[src/lsc_pkg.sv]
// shared widths, constants, types and lane weight function for the line sensor centroid
package lsc_pkg;

   // lane count and field widths
   localparam int NumLanes    = 8;
   localparam int LaneWidth   = 3;
   localparam int SampleWidth = 16;
   localparam int MaskWidth   = 8;
   localparam int ErrWidth    = 16;

   // arithmetic widths: darkness 0..4096, darkness sum 0..32768,
   // weighted sum within +-65536, quotient 0..28672
   localparam int DarkWidth  = 13;
   localparam int DsumWidth  = 16;
   localparam int WsumWidth  = 19;
   localparam int MagWidth   = 18;
   localparam int QuotWidth  = 15;
   localparam int StepWidth  = 4;
   localparam int Q12Shift   = 12;

   // request beat layout
   localparam int ReqDataWidth = NumLanes * SampleWidth + MaskWidth;
   localparam int MaskLsb      = NumLanes * SampleWidth;

   // codes and limits
   localparam logic [SampleWidth-1:0] DarkRef  = 16'd4096;
   localparam logic [MaskWidth-1:0]   LostMask = 8'hFF;
   localparam logic [LaneWidth-1:0]   LastLane = 3'd7;
   localparam logic [StepWidth-1:0]   LastStep = 4'd14;
   localparam int                     ErrMax   = 28672;

   typedef logic [SampleWidth-1:0] sample_type;
   typedef sample_type [NumLanes-1:0] sample_arr_type;

   // accumulator result handed to the sequencer
   typedef struct packed {
      logic signed [WsumWidth-1:0] wsum;
      logic        [DsumWidth-1:0] dsum;
   } acc_result_type;

   // weight of a lane: 2*lane - 7, i.e. -7,-5,..,+7 from left to right
   function automatic logic signed [3:0] lane_weight(input logic [LaneWidth-1:0] lane);
      lane_weight = {~lane[2], lane[1:0], 1'b1};
   endfunction

endpackage

[src/lsc_accum.sv]
// serial darkness and weighted-sum accumulator, one sensor lane per cycle
module lsc_accum (
   input  logic                    clock,
   input  logic                    reset,
   input  logic                    start,
   input  lsc_pkg::sample_arr_type samples,
   output logic                    done,
   output lsc_pkg::acc_result_type result
);
   import lsc_pkg::*;

   logic                        busy_ff, busy_in;
   logic                        done_ff, done_in;
   logic [LaneWidth-1:0]        lane_ff, lane_in;
   sample_arr_type              shreg_ff, shreg_in;
   logic signed [WsumWidth-1:0] wsum_ff, wsum_in;
   logic [DsumWidth-1:0]        dsum_ff, dsum_in;

   logic [DarkWidth-1:0]        dark;
   logic signed [17:0]          prod;

   // darkness of the lane at the head of the shift line, clamped at zero
   always_comb begin
      if (shreg_ff[0] < DarkRef) begin
         dark = DarkWidth'(DarkRef - shreg_ff[0]);
      end else begin
         dark = '0;
      end
      prod = 18'($signed({1'b0, dark})) * 18'(lane_weight(lane_ff));
   end

   // next-state logic
   always_comb begin
      busy_in  = busy_ff;
      done_in  = 1'b0;
      lane_in  = lane_ff;
      shreg_in = shreg_ff;
      wsum_in  = wsum_ff;
      dsum_in  = dsum_ff;
      if (start) begin
         busy_in  = 1'b1;
         lane_in  = '0;
         shreg_in = samples;
         wsum_in  = '0;
         dsum_in  = '0;
      end else if (busy_ff) begin
         wsum_in  = wsum_ff + WsumWidth'(prod);
         dsum_in  = dsum_ff + DsumWidth'(dark);
         shreg_in = {SampleWidth'(0), shreg_ff[NumLanes-1:1]};
         lane_in  = lane_ff + 1'b1;
         if (lane_ff == LastLane) begin
            busy_in = 1'b0;
            done_in = 1'b1;
         end
      end
   end

   // registers
   always_ff @(posedge clock) begin
      if (reset) begin
         busy_ff <= 1'b0;
         done_ff <= 1'b0;
         lane_ff <= '0;
      end else begin
         busy_ff <= busy_in;
         done_ff <= done_in;
         lane_ff <= lane_in;
      end
      shreg_ff <= shreg_in;
      wsum_ff  <= wsum_in;
      dsum_ff  <= dsum_in;
   end

   assign done        = done_ff;
   assign result.wsum = wsum_ff;
   assign result.dsum = dsum_ff;

endmodule

[src/lsc_divider.sv]
// restoring bit-serial divider: (magnitude << 12) / darkness sum, one quotient bit per cycle
module lsc_divider (
   input  logic                            clock,
   input  logic                            reset,
   input  logic                            start,
   input  logic [lsc_pkg::MagWidth-1:0]    magnitude,
   input  logic [lsc_pkg::DsumWidth-1:0]   divisor,
   output logic                            done,
   output logic [lsc_pkg::QuotWidth-1:0]   quotient
);
   import lsc_pkg::*;

   logic                   busy_ff, busy_in;
   logic                   done_ff, done_in;
   logic [StepWidth-1:0]   step_ff, step_in;
   logic [DsumWidth-1:0]   rem_ff, rem_in;
   logic [QuotWidth-1:0]   num_ff, num_in;
   logic [DsumWidth-1:0]   div_ff, div_in;

   logic [DsumWidth:0]     trial;
   logic [DsumWidth:0]     diff;
   logic                   fits;

   // shared compare and subtract
   always_comb begin
      trial = {rem_ff, num_ff[QuotWidth-1]};
      diff  = trial - {1'b0, div_ff};
      fits  = trial >= {1'b0, div_ff};
   end

   // next-state logic; the quotient bits shift into num as dividend bits leave
   always_comb begin
      busy_in = busy_ff;
      done_in = 1'b0;
      step_in = step_ff;
      rem_in  = rem_ff;
      num_in  = num_ff;
      div_in  = div_ff;
      if (start) begin
         busy_in = 1'b1;
         step_in = '0;
         // quotient stays below 2^15, so the top bits start below the divisor
         rem_in  = DsumWidth'(magnitude[MagWidth-1:3]);
         num_in  = {magnitude[2:0], {Q12Shift{1'b0}}};
         div_in  = divisor;
      end else if (busy_ff) begin
         rem_in  = fits ? diff[DsumWidth-1:0] : trial[DsumWidth-1:0];
         num_in  = {num_ff[QuotWidth-2:0], fits};
         step_in = step_ff + 1'b1;
         if (step_ff == LastStep) begin
            busy_in = 1'b0;
            done_in = 1'b1;
         end
      end
   end

   // registers
   always_ff @(posedge clock) begin
      if (reset) begin
         busy_ff <= 1'b0;
         done_ff <= 1'b0;
         step_ff <= '0;
      end else begin
         busy_ff <= busy_in;
         done_ff <= done_in;
         step_ff <= step_in;
      end
      rem_ff <= rem_in;
      num_ff <= num_in;
      div_ff <= div_in;
   end

   assign done     = done_ff;
   assign quotient = num_ff;

endmodule

[src/line_sensor_centroid.sv]
// top level: weighted-centroid line position from eight reflectance sensors
//
//  channel | dir | beat contents
//  --------+-----+--------------------------------------------------------------
//  req_    | in  | tdata: sample_0..sample_7 (16 b each), line_mask (8 b)
//  rsp_    | out | tdata: position_error (16 b signed Q12); tuser: line_seen
//
//  a lost-line beat goes from idle straight to the output state; otherwise the eight
//  lanes are accumulated, then with no dark sensor the sequencer goes straight to
//  the output state, else the serial divider runs, one quotient bit per cycle, and
//  the result is registered at the output; the next beat can be taken once it shows
//  req_tready is high only while the sequencer is idle, one beat at a time
//  a result waits in the output register while the next beat is taken, and a new
//  result waits in the output state while the previous one is still held
//  reset is synchronous and clears the held error to zero
module line_sensor_centroid (
   input  logic                               clock,
   input  logic                               reset,
   input  logic                               req_tvalid,
   output logic                               req_tready,
   // sample_0 [15:0] .. sample_7 [127:112], line_mask [135:128]
   input  logic [lsc_pkg::ReqDataWidth-1:0]   req_tdata,
   output logic                               rsp_tvalid,
   input  logic                               rsp_tready,
   // position_error [15:0]
   output logic [lsc_pkg::ErrWidth-1:0]       rsp_tdata,
   // line_seen [0]
   output logic                               rsp_tuser
);
   import lsc_pkg::*;

   typedef enum logic [1:0] {
      S_IDLE,
      S_ACCUM,
      S_DIV,
      S_OUT
   } state_type;

   state_type                  state_ff, state_in;
   logic signed [ErrWidth-1:0] held_ff, held_in;
   logic                       found_ff, found_in;
   logic                       neg_ff, neg_in;
   logic                       rsp_valid_ff, rsp_valid_in;
   logic [ErrWidth-1:0]        rsp_data_ff, rsp_data_in;
   logic                       rsp_user_ff, rsp_user_in;

   sample_arr_type             samples;
   logic [MaskWidth-1:0]       line_mask;
   logic                       req_beat;
   logic                       acc_start, acc_done;
   acc_result_type             acc_res;
   logic                       div_start, div_done;
   logic [QuotWidth-1:0]       quot;
   logic [WsumWidth-1:0]       wsum_neg;
   logic [MagWidth-1:0]        mag;
   logic                       out_free;

   // request unpacking
   assign samples   = req_tdata[MaskLsb-1:0];
   assign line_mask = req_tdata[ReqDataWidth-1:MaskLsb];
   assign req_beat  = req_tvalid && req_tready;

   assign acc_start = req_beat && (line_mask != LostMask);
   assign div_start = (state_ff == S_ACCUM) && acc_done && (acc_res.dsum != '0);

   // magnitude of the weighted sum
   always_comb begin
      wsum_neg = -acc_res.wsum;
      mag      = acc_res.wsum[WsumWidth-1] ? wsum_neg[MagWidth-1:0]
                                           : acc_res.wsum[MagWidth-1:0];
   end

   lsc_accum u_accum (
      .clock   (clock),
      .reset   (reset),
      .start   (acc_start),
      .samples (samples),
      .done    (acc_done),
      .result  (acc_res)
   );

   lsc_divider u_divider (
      .clock     (clock),
      .reset     (reset),
      .start     (div_start),
      .magnitude (mag),
      .divisor   (acc_res.dsum),
      .done      (div_done),
      .quotient  (quot)
   );

   assign out_free = !rsp_valid_ff || rsp_tready;

   // sequencer
   always_comb begin
      state_in     = state_ff;
      held_in      = held_ff;
      found_in     = found_ff;
      neg_in       = neg_ff;
      rsp_valid_in = rsp_valid_ff && !rsp_tready;
      rsp_data_in  = rsp_data_ff;
      rsp_user_in  = rsp_user_ff;
      unique case (state_ff)
         S_IDLE: begin
            if (req_beat) begin
               found_in = (line_mask != LostMask);
               state_in = (line_mask != LostMask) ? S_ACCUM : S_OUT;
            end
         end
         S_ACCUM: begin
            if (acc_done) begin
               neg_in   = acc_res.wsum[WsumWidth-1];
               state_in = (acc_res.dsum == '0) ? S_OUT : S_DIV;
            end
         end
         S_DIV: begin
            if (div_done) begin
               held_in  = neg_ff ? -$signed({1'b0, quot}) : $signed({1'b0, quot});
               state_in = S_OUT;
            end
         end
         S_OUT: begin
            if (out_free) begin
               rsp_valid_in = 1'b1;
               rsp_data_in  = held_ff;
               rsp_user_in  = found_ff;
               state_in     = S_IDLE;
            end
         end
         default: begin
            state_in = S_IDLE;
         end
      endcase
   end

   // state and registered outputs
   always_ff @(posedge clock) begin
      if (reset) begin
         state_ff     <= S_IDLE;
         held_ff      <= '0;
         rsp_valid_ff <= 1'b0;
      end else begin
         state_ff     <= state_in;
         held_ff      <= held_in;
         rsp_valid_ff <= rsp_valid_in;
      end
      found_ff    <= found_in;
      neg_ff      <= neg_in;
      rsp_data_ff <= rsp_data_in;
      rsp_user_ff <= rsp_user_in;
   end

   assign req_tready = (state_ff == S_IDLE);
   assign rsp_tvalid = rsp_valid_ff;
   assign rsp_tdata  = rsp_data_ff;
   assign rsp_tuser  = rsp_user_ff;

   // a lost line goes straight to the output state with the seen flag low
   a_lost_skips: assert property (@(posedge clock) disable iff (reset)
      req_beat && (line_mask == LostMask) |=> (state_ff == S_OUT) && !found_ff)
      else $error("lost-line beat did not go straight to output");

   // the held error stays within -7.0 .. +7.0 in Q12
   a_held_range: assert property (@(posedge clock) disable iff (reset)
      (held_ff >= -ErrMax) && (held_ff <= ErrMax))
      else $error("held error out of range");

   // the held error changes only when a division finishes
   a_held_update: assert property (@(posedge clock) disable iff (reset)
      !$stable(held_ff) |-> $past(div_done) && $past(state_ff == S_DIV))
      else $error("held error changed outside division completion");

   // unit completions line up with the sequencer
   a_acc_done: assert property (@(posedge clock) disable iff (reset)
      acc_done |-> (state_ff == S_ACCUM))
      else $error("accumulator finished outside accumulate state");

   a_div_done: assert property (@(posedge clock) disable iff (reset)
      div_done |-> (state_ff == S_DIV))
      else $error("divider finished outside divide state");

endmodule
[config.mk]
export PLATFORM = sky130hd
export DESIGN_NAME = line_sensor_centroid
export DESIGN_NICKNAME = d
export VERILOG_FILES = /design/src/lsc_pkg.sv /design/src/lsc_accum.sv /design/src/lsc_divider.sv /design/src/line_sensor_centroid.sv
export SDC_FILE = /design/constraint.sdc
export NUM_CORES = 1
export LEC_CHECK = 0
export BUFFER_PORTS_ARGS = -buffer_cell sky130_fd_sc_hd__buf_2
export CORE_MARGIN = 2
export CORE_UTILIZATION = 45
export CTS_CLUSTER_SIZE = 28
export DETAILED_ROUTE_END_ITERATION = 8
export HOLD_SLACK_MARGIN = 0.1
export PLACE_DENSITY = 0.6
export SLEW_MARGIN = 20
export SYNTH_ARGS = -nofsm -noshare
export SYNTH_HDL_FRONTEND = slang
export SYNTH_SLANG_ARGS = --single-unit
[constraint.sdc]
create_clock -name clock -period 16.9 [get_ports clock]
set_clock_uncertainty 0.15 [all_clocks]
set_input_delay 3.38 -clock clock [delete_from_list [all_inputs] [get_ports clock]]
set_output_delay 3.38 -clock clock [all_outputs]
set_load 0.03 [all_outputs]
==> flow_results.org <==
** Status
- Status :: complete, no violations

** Yosys
- Number of register bits inferred by synthesis :: 259
- Cell taking the most area after synthesis :: edfxtp_1
- Averaged over all synthesized cells, the footprint is 9.67 um2.
- Most instantiated cells after synthesis :: 401 x nand2_1, 181 x edfxtp_1, 118 x nor2_1, 107 x inv_1
- Count of distinct cell types in the synthesized netlist :: 60
- The synthesized netlist occupies a cell area of 14800 um2.
- The synthesized design contains 181 enable-type register cells.
- The share of synthesized area in the top cell type comes to 0.367.
- The most common cell in the synthesized netlist is nand2_1.
- Async set-reset flop share out of synthesis :: 0
- Prevailing post-synth register cell :: edfxtp_1
- Synthesis produced a netlist whose cell count is 1533.
- When the netlist entered floorplanning its net count stood at 1791.
- Number of warnings reported in the yosys synthesis log :: 0
- The share of the Yosys chip area taken by registers is 0.472.
- Sorting the synthesized cells by area gives the leading types as edfxtp_1 37%, dfxtp_1 11%, nand2_1 10%.

** Placed design
- Port Buffers :: 158
- Summed over all nets, the half-perimeter wirelength after detailed placement is 24000 um.
- At the end of routability-driven placement, the weighted congestion stood at 0.852.
- Standard cell area after detailed placement :: 16000 um2

** Setup path
- Type of the setup path with the least slack :: reg2reg
- Worst EP arrival :: 6.20 ns
- FF-to-FF path depth :: 16
- The worst setup path is launched from a register.
- In this run the register-to-register setup slack is 10.95 ns.
- In this run the critical register-to-register path is launched from u_accum.shreg_ff[12].
- Nature of the critical path endpoint :: register
- Of all nets on the critical path, the largest fanout is 12.
- Capture point of the worst reg-to-reg path :: u_accum.wsum_ff[15]
- Required time reported for the critical path endpoint :: 17.15 ns

** Clocking
- Clock tree from TritonCTS :: built
- Number of buffers inserted for hold repair after clock tree synthesis :: 0
- In this run, post-CTS repair resized a total of 0 instances.
- The later pin in the worst-skew pair is clocked with a latency of 0.55 ns.
- Clock slew at reported path FFs :: 0.06 ns
- Buffers inserted during post-CTS setup optimization :: 0
- The clock passes through at most 3 buffers.
- Clock tree synthesis selected as its root buffer the cell clkbuf_16.
- Total CTS buffers :: 29
- The clock net in this run drives a total of 259 sinks.
- CTS built an H-tree with a depth of 1.

** Global routing
- The number of global-route vias before repair is 10800.
- Across every metal layer, demand over resource in global routing totals 0.196.
- Initial antenna violation count :: 3
- Wire length of the first global-routing pass :: 54200 um
- Overflow after GRT :: 0
- Maximum number of pins on one net before global-route repair :: 113

** Routing
- Number of nets with antenna violations after detailed routing :: 0
- In the final routed layout, each cell accounts on average for 15.4 um.
- Number of DRC violations after detailed-routing iteration 0 :: 609
- For this block, the via count after detailed routing is 10900.
- After detailed routing, the total wire length is 32800 um.
- For this run, design rule violations remaining after detail routing come to 0.
- Number of detailed-routing iterations run before antenna repair :: 4
- Via/cell ratio :: 5.12

** Floorplanning
- The initial utilization of the core area, before any placement, comes to 0.457.
- The die is 186 um tall.
- Number of top-level design ports :: 159
- Site Rows :: 66
- Floorplan die area :: 34400 um2
- Placeable core area :: 32500 um2
- Die Wd :: 186 um

** Layout
- Synthesis-to-finish area growth :: 14.1%
- The finished cells cover 16900 um2.
- Filler cell count in the final layout :: 3038
- In the final layout, the share of cells above drive strength 1 is 0.137.
- At the end of the flow, the number of nets in the layout was 1924.

** STA
- Setup-failing EPs final :: 0
- Of the available clock period, the critical path in the final layout requires 0.352.
- Least-Margin Pin Slew :: 1.01 ns
- Hold Vio Cnt, Final :: 0
- On the final layout, the worst hold slack is 0.278 ns.
- RSZ-0062 raised after global routing :: false
- Number of slew-limit violations in the final report :: 0
- Headroom to the max-slew limit came out at 0.328.
- Timing would allow up to 168 MHz.
- Tmin final :: 5.95 ns
- Summed over all failing endpoints, the final setup total negative slack is 0 ns.

** Run
- Count of maximum capacitance violations :: 0

** Power
- Power spread over the standard cell area amounts to 166 nW/um2.
- IR analysis of the VDD net gives a maximum drop of 0.0875 mV.
- The analysis attributes to cell leakage a power of 7.52 nW.
- After layout, the design draws a total of 2.80 mW.

** Worst hold path
- Worst hold path endpoint :: rsp_tuser
- The worst hold path was traced through 0 stages.
- The path class of the tightest hold or removal check is reg2reg.
- In this run the most critical hold path is launched from found_ff.
==> state kept, by name, indices dropped and copies added, names as in the netlist <==
register            cells
u_divider.div_ff       16
u_divider.quotient     15
held_ff                16
u_accum.busy_ff         1
u_accum.done            1
neg_ff                  1
state_ff                2
u_divider.rem_ff       16
u_divider.step_ff       4
u_divider.busy_ff       1
u_accum.lane_ff         3
found_ff                1
rsp_tvalid              1
rsp_tuser               1
u_accum.shreg_ff      128
u_accum.dsum_ff        16
rsp_tdata              16
u_divider.done          1
u_accum.wsum_ff        19
==> cell type report <==
cell class	instances	area, um2	share of cell area
Antenna cell	1	2.50	0.000148
Clock buffer	44	802	0.0474
Clock inverter	10	113	0.00666
Inverter	107	402	0.0237
Multi-Input combinational cell	1104	7200	0.426
Sequential cell	259	7000	0.414
Tap cell	442	553	0.0327
Timing Repair Buffer	165	847	0.0501
==> per-layer routing <==
| layer | vias to the layer above | wire length (um) | global-route usage |
|---|---|---|---|
| met2 | 284 | 15300 | 0.324 |
| li1 | 5471 | - | - |
| met3 | 52 | 1900 | 0.0338 |
| met5 | - | 14 | 0 |
| met1 | 5104 | 14800 | 0.266 |
| met4 | 4 | 823 | 0.0565 |
==> metrics by stage <==
step | instances | utilization | setup slack [ns]
after CTS | 2131 | 0.521 | 10.90
after detailed placement | 2077 | 0.493 | 10.45
after floorplan | 1533 | - | 9.21
after global routing | 2132 | 0.521 | 10.55
final | 2132 | 0.521 | 10.95
after global placement | 2077 | 0.493 | 10.52
==> logic make-up after synthesis <==
| kind of cell | after synthesis | share of synthesized area |
|---|---|---|
| mux | 59 | 0.0401 |
| compound gates | 182 | 0.0827 |
| buf+inv | 170 | 0.0437 |
| fa+ha+maj | 119 | 0.121 |
| xor+xnor | 79 | 0.0467 |
| simple gates | 665 | 0.194 |
| flops | 259 | 0.472 |
==> how the worst max path moves through the flow <==
stage	end	cells past startpoint	slack [ns]	startpoint
floorplan	u_accum.shreg_ff[0]	6	9.21	req_tdata[134]
global placement	u_accum.shreg_ff[41]	5	10.52	req_tvalid
detailed placement	u_accum.shreg_ff[55]	5	10.45	req_tvalid
CTS	u_accum.wsum_ff[15]	16	10.90	u_accum.shreg_ff[12]
global route	u_accum.wsum_ff[15]	16	10.55	u_accum.shreg_ff[12]
finish	u_accum.wsum_ff[15]	16	10.95	u_accum.shreg_ff[12]
==> worst max-delay path, stage by stage, from the launching register on <==
cell	delay [ns]
edfxtp_1	0.38
or4_1	0.76
nor2_1	0.42
nand2_1	0.12
fa_1	0.48
fa_1	0.52
fa_1	0.62
inv_1	0.06
ha_1	0.28
a21o_1	0.15
a21oi_1	0.27
o21ai_0	0.14
a31oi_1	0.49
o211ai_1	0.22
a41oi_1	0.33
mux2i_1	0.25
o311ai_0	0.14
==> where the power goes <==
group          total (mW)  internal, mW  switching (mW)
sequential           1.04         0.931           0.107
combinational        1.16         0.454           0.701
clock               0.609         0.348           0.261
==> cells in the final DEF (no fill, tap or decap), drive strengths merged, types with 5 or more instances in the layout <==
master / n
a211oi: 20
a21o: 14
a21oi: 53
a31oi: 5
and2: 21
and3: 29
buf: 165
clkbuf: 44
dfxtp: 78
edfxtp: 181
fa: 40
ha: 78
inv: 111
mux2i: 56
nand2: 401
nand2b: 7
nand3: 20
nand4: 5
nor2: 118
nor2b: 12
nor3: 19
nor4: 10
o211ai: 6
o21a: 7
o21ai: 34
o21bai: 5
o31a: 5
o31ai: 12
o41ai: 6
or3: 7
or4: 5
xnor2: 52
xor2: 27
Power figures use the tool's default switching activity.
